[src/hw/rtl/most_frequent_value_finder_unit_macros.svh]
// ----------------------------------------------------------------------------
// Assertion macros for the most frequent value finder
// Shared helpers for writing clocked assertions under the block's reset.
// ----------------------------------------------------------------------------
`ifndef MOST_FREQUENT_VALUE_FINDER_UNIT_MACROS_SVH
`define MOST_FREQUENT_VALUE_FINDER_UNIT_MACROS_SVH

// A property that must hold at every rising edge outside reset.
`define MFV_ASSERT(lbl, prop, msg) \
  lbl: assert property (@(posedge clk_i) disable iff (!rst_ni) (prop)) else $error(msg);

// A condition that must never be true outside reset.
`define MFV_ASSERT_NEVER(lbl, cond, msg) \
  lbl: assert property (@(posedge clk_i) disable iff (!rst_ni) !(cond)) else $error(msg);

`endif

[src/hw/rtl/mfv_pkg.sv]
// ----------------------------------------------------------------------------
// Most frequent value finder package
// Sizes, the cell record and the control record shared by the cell chain.
// ----------------------------------------------------------------------------
`default_nettype none

package mfv_pkg;

  localparam int MAX_ITEMS = 64;
  localparam int VAL_W     = 32;
  // Wide enough to hold MAX_ITEMS itself.
  localparam int CNT_W     = $clog2(MAX_ITEMS + 1);

  typedef struct packed {
    logic                    valid;
    logic signed [VAL_W-1:0] value;
    logic        [CNT_W-1:0] count;
  } cell_t;

  typedef struct packed {
    logic                    ins;     // insert the broadcast sample this cycle
    logic                    scan;    // shift the chain towards the head
    logic                    hit;     // some cell already holds the sample
    logic signed [VAL_W-1:0] sample;
  } cell_ctrl_t;

endpackage

`default_nettype wire

[src/hw/rtl/mfv_cell.sv]
// ----------------------------------------------------------------------------
// Sorting cell
// Holds one distinct value and its repeat count; inserts, counts or shifts.
// ----------------------------------------------------------------------------
`default_nettype none

module mfv_cell
  import mfv_pkg::*;
(
  input  wire logic       clk_i,
  input  wire logic       rst_ni,
  input  wire cell_ctrl_t ctrl_i,
  input  wire cell_t      prev_i,
  input  wire logic       prev_gt_i,
  input  wire cell_t      next_i,
  output      cell_t      cell_o,
  output      logic       gt_o,
  output      logic       eq_o
);

  cell_t cell_q, cell_d;

  // Empty cells sit at the tail, so they always count as greater.
  assign gt_o = !cell_q.valid || (ctrl_i.sample < cell_q.value);
  assign eq_o = cell_q.valid && (ctrl_i.sample == cell_q.value);

  always_comb begin
    cell_d = cell_q;
    if (ctrl_i.scan) begin
      cell_d = next_i;
    end else if (ctrl_i.ins) begin
      if (eq_o) begin
        cell_d.count = cell_q.count + CNT_W'(1);
      end else if (!ctrl_i.hit && gt_o) begin
        if (prev_gt_i) begin
          cell_d = prev_i;
        end else begin
          // First cell whose value exceeds the sample: the new entry lands here.
          cell_d.valid = 1'b1;
          cell_d.value = ctrl_i.sample;
          cell_d.count = CNT_W'(1);
        end
      end
    end
  end

  always_ff @(posedge clk_i or negedge rst_ni) begin
    if (!rst_ni) begin
      cell_q <= '0;
    end else begin
      cell_q <= cell_d;
    end
  end

  assign cell_o = cell_q;

endmodule

`default_nettype wire

[config.mk]
export PLATFORM = sky130hd
export DESIGN_NAME = mfv_cell
export DESIGN_NICKNAME = d
export VERILOG_FILES = /design/src/hw/rtl/most_frequent_value_finder_unit_macros.svh /design/src/hw/rtl/mfv_pkg.sv /design/src/hw/rtl/mfv_cell.sv
export SDC_FILE = /design/constraint.sdc
export NUM_CORES = 1
export LEC_CHECK = 0
export BUFFER_PORTS_ARGS = -buffer_cell sky130_fd_sc_hd__buf_4
export CELL_PAD_IN_SITES_DETAIL_PLACEMENT = 0
export CELL_PAD_IN_SITES_GLOBAL_PLACEMENT = 1
export CORE_UTILIZATION = 35
export DETAILED_ROUTE_END_ITERATION = 7
export GPL_ROUTABILITY_DRIVEN = 1
export PLACE_DENSITY = 0.95
export SYNTH_ARGS = -nofsm -noshare
export SYNTH_HDL_FRONTEND = slang
export SYNTH_SLANG_ARGS = --single-unit
[constraint.sdc]
create_clock -name clk_i -period 7.65 [get_ports clk_i]
set_input_delay 0.3825 -clock clk_i [delete_from_list [all_inputs] [get_ports clk_i]]
set_output_delay 0.3825 -clock clk_i [all_outputs]
set_load 0.01 [all_outputs]
After elaboration in Yosys (flattened, before gate mapping) --
Cells that the tools add are included.
Operators by class: add/subtract/negate cells 1, magnitude comparators 1, eq/ne operators 2, muxes and demuxes 6, reduce and logical (&&, ||, !) cells 10
Operator list (count):
- two-way mux 40 bit | 4
- two-way mux 33 bit | 1
- == test 32 bit | 1
- less-than comparator 32 bit | 1
- adder 7 x 1 -> 7 bit, second input constant | 1
- two-way mux 7 bit | 1
- nonzero test 2 bit | 2
- AND reduction 3 bit | 1
- nonzero test 3 bit | 1
- logical AND 1 bit | 2
- logical NOT 1 bit | 2
- != test 2 bit, second input constant | 1
- AND reduction 2 bit | 1
- logical OR 1 bit | 1
Storage, ports and cells: register bits 40, input bits 118, output and inout port bits 42, word-level logic and storage cells 23

Depth between registers and ports, before layout --
depth in word-level cells 7, gate-level depth with buffers 11

Worst setup path before layout --
Ideal clock, no wire load.
path kind register to register, start point reg cell_q (netlist bit cell_o[21]), end point reg cell_q (netlist bit cell_o[1]), arrival time 2558 ps, required time 7525 ps, slack 4968 ps, stages on the path, launching flop included 10, buffers on the path 0, period minus slack after synthesis 2682 ps, cell sequence dfrtp_1 inv_1 ha_1 a21oi_1 nand2_1 a221o_1 o31a_1 or3_1 a21oi_4 mux2_2
Between the ends: word-level cells in the longest chain between the ends 5, elaborated cells between the ends (all ways) 10, classes of those cells order compare (1); eq/ne (1); mux (3); reduce/logical (5)
RTL lines:
- start: declaration | line mfv_cell.sv:21 | cell_t cell_q, cell_d;
- start signal: assignment | line mfv_cell.sv:51 | cell_q <= cell_d;
- less-than comparator 32 bit / == test 32 bit (equally long branches) | line mfv_cell.sv:24, mfv_cell.sv:25
- logical OR 1 bit / logical AND 1 bit (equally long branches) | line mfv_cell.sv:24, mfv_cell.sv:25
- logical AND 1 bit / two-way mux 7 bit (equally long branches) | line mfv_cell.sv:34, mfv_cell.sv:32
- nonzero test 3 bit (no source line) / two-way mux 40 bit (equally long branches)
- AND reduction 2 bit (no source line) / two-way mux 40 bit (equally long branches)
Parallel ways exist; a longest one is shown, timed or not. The select of a mux whose other input is x is not followed. A chain may end at the register's enable or synchronous reset.

Worst setup path after layout --
start point reg cell_q (netlist bit cell_o[32]), end point reg cell_q (netlist bit cell_o[7])
Between the ends: word-level cells in the longest chain between the ends 5, elaborated cells between the ends (all ways) 8, classes of those cells order compare (1); eq/ne (2); reduce/logical (5)
RTL lines:
- less-than comparator 32 bit | line mfv_cell.sv:24 | assign gt_o = !cell_q.valid || (ctrl_i.sample < cell_q.value);
- logical OR 1 bit | line mfv_cell.sv:24
- logical AND 1 bit | line mfv_cell.sv:34 | end else if (!ctrl_i.hit && gt_o) begin
- nonzero test 2 bit (no source line)
- AND reduction 3 bit (no source line) (*)
Mark *: on every way between the ends. The rest lies on a longest branch, timed or not.

==> results.py <==
metrics = {
    "status": {
        "status": "finished clean",
    },
    "clock_tree": {
        "path_clk_slew_ns": 0.08,
        "clkSinkCount": 40,
        "cts_setup_buffers": 0,
        "clock_latency_ns": 0.29,
        "ctsResizeCount": 0,
        "clockBufferDepth": 2,
        "htree_num_levels": 2,
        "cts_inserted_buffers": 5,
        "cts_root_buffer": "clkbuf_8",
        "holdBufCountCts": 0,
        "cts_tree": "done",
    },
    "power_and_ir_drop": {
        "p_leak_nw": 2.436,
        "p_int_mw": 0.5014,
        "pwr-share-comb_pct": 44.8,
        "ir_worst_vdd_v": 0.00006758,
        "pwr-share-clk_pct": 18.8,
        "switching_share_pct": 34.55,
        "switchingPower_mw": 0.2647,
        "sequentialPowerShare_pct": 36.3,
        "p_per_area_nw_per_um2": 164.7,
    },
    "grt": {
        "antenna_found_initial": 0,
        "busiest_layer": "met2",
        "track_usage_pct": 17.61,
        "grt.met2_usage_pct": 32.53,
        "gr-usage-met1_pct": 21.43,
        "grt_pass1_vias": 3042,
        "grt_pass1_wl_mm": 14.03,
        "overflow": 0,
        "use_met3_pct": 3.162,
        "grt_max_degree": 84,
    },
    "routing": {
        "dr.pass1.iters": 4,
        "viasPerCell": 4.919,
        "routedWlPerCell_um": 13.64,
        "ant_nets": 0,
        "wirelength_mm": 8.604,
        "vias": 3104,
        "drt_first_iter_violations": 66,
        "drc": 0,
    },
    "placement": {
        "gp_congestion": 0.7600,
        "pre_cts_ws_ns": 3.719,
        "dp_hpwl_mm": 6.944,
        "placement.io_buffers": 159,
    },
    "sta": {
        "setup_slack_ns": 3.840,
        "fin_worst_skew_ns": 0.007615,
        "fin_crit_sh_pct": 49.80,
        "final-setup-viol-count": 0,
        "drv_slew": 0,
        "hold_violations": 0,
        "finalCriticalPeriod_ns": 3.810,
        "worst_pin_slew_ns": 0.7632,
        "fmax_mhz": 262.5,
        "fin_hold_ws_ns": 0.05942,
        "tns_ns": 0,
        "rsz0062_at_grt": "no",
        "slew-limit-headroom_pct": 49.12,
    },
    "floorplanning": {
        "die_x_um": 99.35,
        "dieArea_sq_um": 9870,
        "rows": 35,
        "start_util_pct": 36.07,
        "fp.dieH_um": 99.35,
        "io_pins": 160,
        "core_region_area_sq_um": 9196,
    },
    "setup_path": {
        "r2r-start": "cell_o[32]",
        "critical_path.max_fanout": 17,
        "cp-endpoint": "cell_o[7]",
        "r2r_cells": 9,
        "startpoint_type": "flip-flop",
        "critPathCaptureType": "flip-flop",
        "r2r_setup_slack_ns": 3.84,
        "r2r-end": "cell_o[7]",
        "cp.required_ns": 7.82,
        "crit_type": "reg -> reg",
        "cp-startpoint": "cell_o[32]",
        "critPathArrivalTime_ns": 3.98,
    },
    "logic_synthesis": {
        "synthesis.nets": 521,
        "synth_warnings": 0,
        "syn-instance-count": 370,
        "ys.flop_type": "dfrtp_1",
        "async_reset_ff_share_pct": 100.0,
        "synth_seq_area_share_pct": 30.18,
        "netlist_area_sq_um": 3317,
        "synth_edf_count": 0,
        "synth_seq_cells": 40,
        "netlist-cell-type-count": 41,
        "avgSynthCellArea_sq_um": 8.965,
    },
    "cells_and_area": {
        "layout_common_cells": "buf_4 (160), mux2i_1 (65), a21oi_1 (49)",
        "syn2layout_area_growth_pct": 40.21,
        "final_common_cell": "buf_4",
        "drive_gt1_share_pct": 34.81,
        "diodes": 0,
        "final_nets": 670,
        "largest_register_ffs": 40,
    },
    "job": {
        "maxCapViolCount": 0,
    },
    "worst_hold_path": {
        "hp-class": "in -> async",
    },
}
logic make-up after synthesis:
family / Yosys count / synth area share, %
xor+xnor: 5 / 1.320
mux: 75 / 23.01
flops: 40 / 30.18
simple gates: 89 / 12.18
compound gates: 73 / 13.77
fa+ha+maj: 33 / 12.45
buf+inv: 55 / 7.091
cells in the mapped netlist, types with 2 or more instances:
library cell | n | area, sq um
nor4_1 | 2 | 12.51
nor3_1 | 3 | 15.01
dfrtp_1 | 40 | 1001
o21ai_0 | 5 | 25.02
xnor2_1 | 4 | 35.03
nand2_1 | 17 | 63.81
mux2_2 | 10 | 112.6
clkbuf_1 | 6 | 22.52
a21boi_0 | 2 | 15.01
mux2i_1 | 65 | 650.6
ha_1 | 33 | 412.9
a211oi_1 | 4 | 30.03
nand4_1 | 7 | 43.79
a21oi_1 | 49 | 245.2
buf_2 | 2 | 10.01
buf_1 | 6 | 22.52
and3_1 | 3 | 18.77
nor3b_1 | 2 | 15.01
buf_6 | 3 | 33.78
nor2_1 | 42 | 157.7
nand2b_1 | 3 | 18.77
nor2b_1 | 2 | 12.51
inv_1 | 37 | 138.9
nand3_1 | 6 | 30.03
layer usage:
metal / part of all wire (%) / wire length [um] / up-vias
met2: 51 / 4365 / 88
met4: 0.88 / 76 / 0
met3: 4.6 / 394 / 9
met1: 44 / 3768 / 1408
met5: 0 / 0 / -
li1: - / - / 1599
per-stage QoR:
step / instance area (sq um) / instances / total power, mW / utilization (%)
after floorplan: 3317 / 370 / 0.4707 / -
after global placement: 4561 / 623 / 0.6169 / 49.59
after detailed placement: 4561 / 623 / 0.6291 / 49.59
after CTS: 4651 / 631 / 0.7766 / 50.57
after global routing: 4651 / 631 / 0.8276 / 50.57
final: 4651 / 631 / 0.7661 / 50.57
critical path: stages (launching register included):
cell	delay, ns
dfrtp_1	0.38
inv_1	0.08
ha_1	0.29
nand4_1	0.19
nor4_1	0.52
and3_1	0.58
nor2b_1	0.16
a31oi_4	0.68
buf_4	0.43
mux2_2	0.38
layout make-up:
class                   instances  area (sq um)
fillers                       851          4546
multi-input cells             275          2081
repair buffers                160          1201
flip-flops and latches         40          1001
inverters                      37         138.9
well taps                     111         138.9
clock buffers                   8         90.09
worst min path at each step:
stage	end	cells after the start	startpoint	slack, ns
CTS	cell_o[30]	1	rst_ni	0.08
floorplan	cell_o[0]	0	rst_ni	0.09
detailed placement	cell_o[30]	1	rst_ni	0.40
global route	cell_o[25]	1	rst_ni	0.1
finish	cell_o[30]	1	rst_ni	0.06
global placement	cell_o[30]	1	rst_ni	0.39
power by group through the flow:
stage | sequential (mW) | combinational (mW) | clock (mW)
floorplan | 0.295 | 0.175 | 0
global placement | 0.280 | 0.337 | 0
detailed placement | 0.282 | 0.347 | 0
CTS | 0.278 | 0.348 | 0.150
global route | 0.284 | 0.381 | 0.163
finish | 0.278 | 0.344 | 0.144
(Power assumes the default switching activity.)
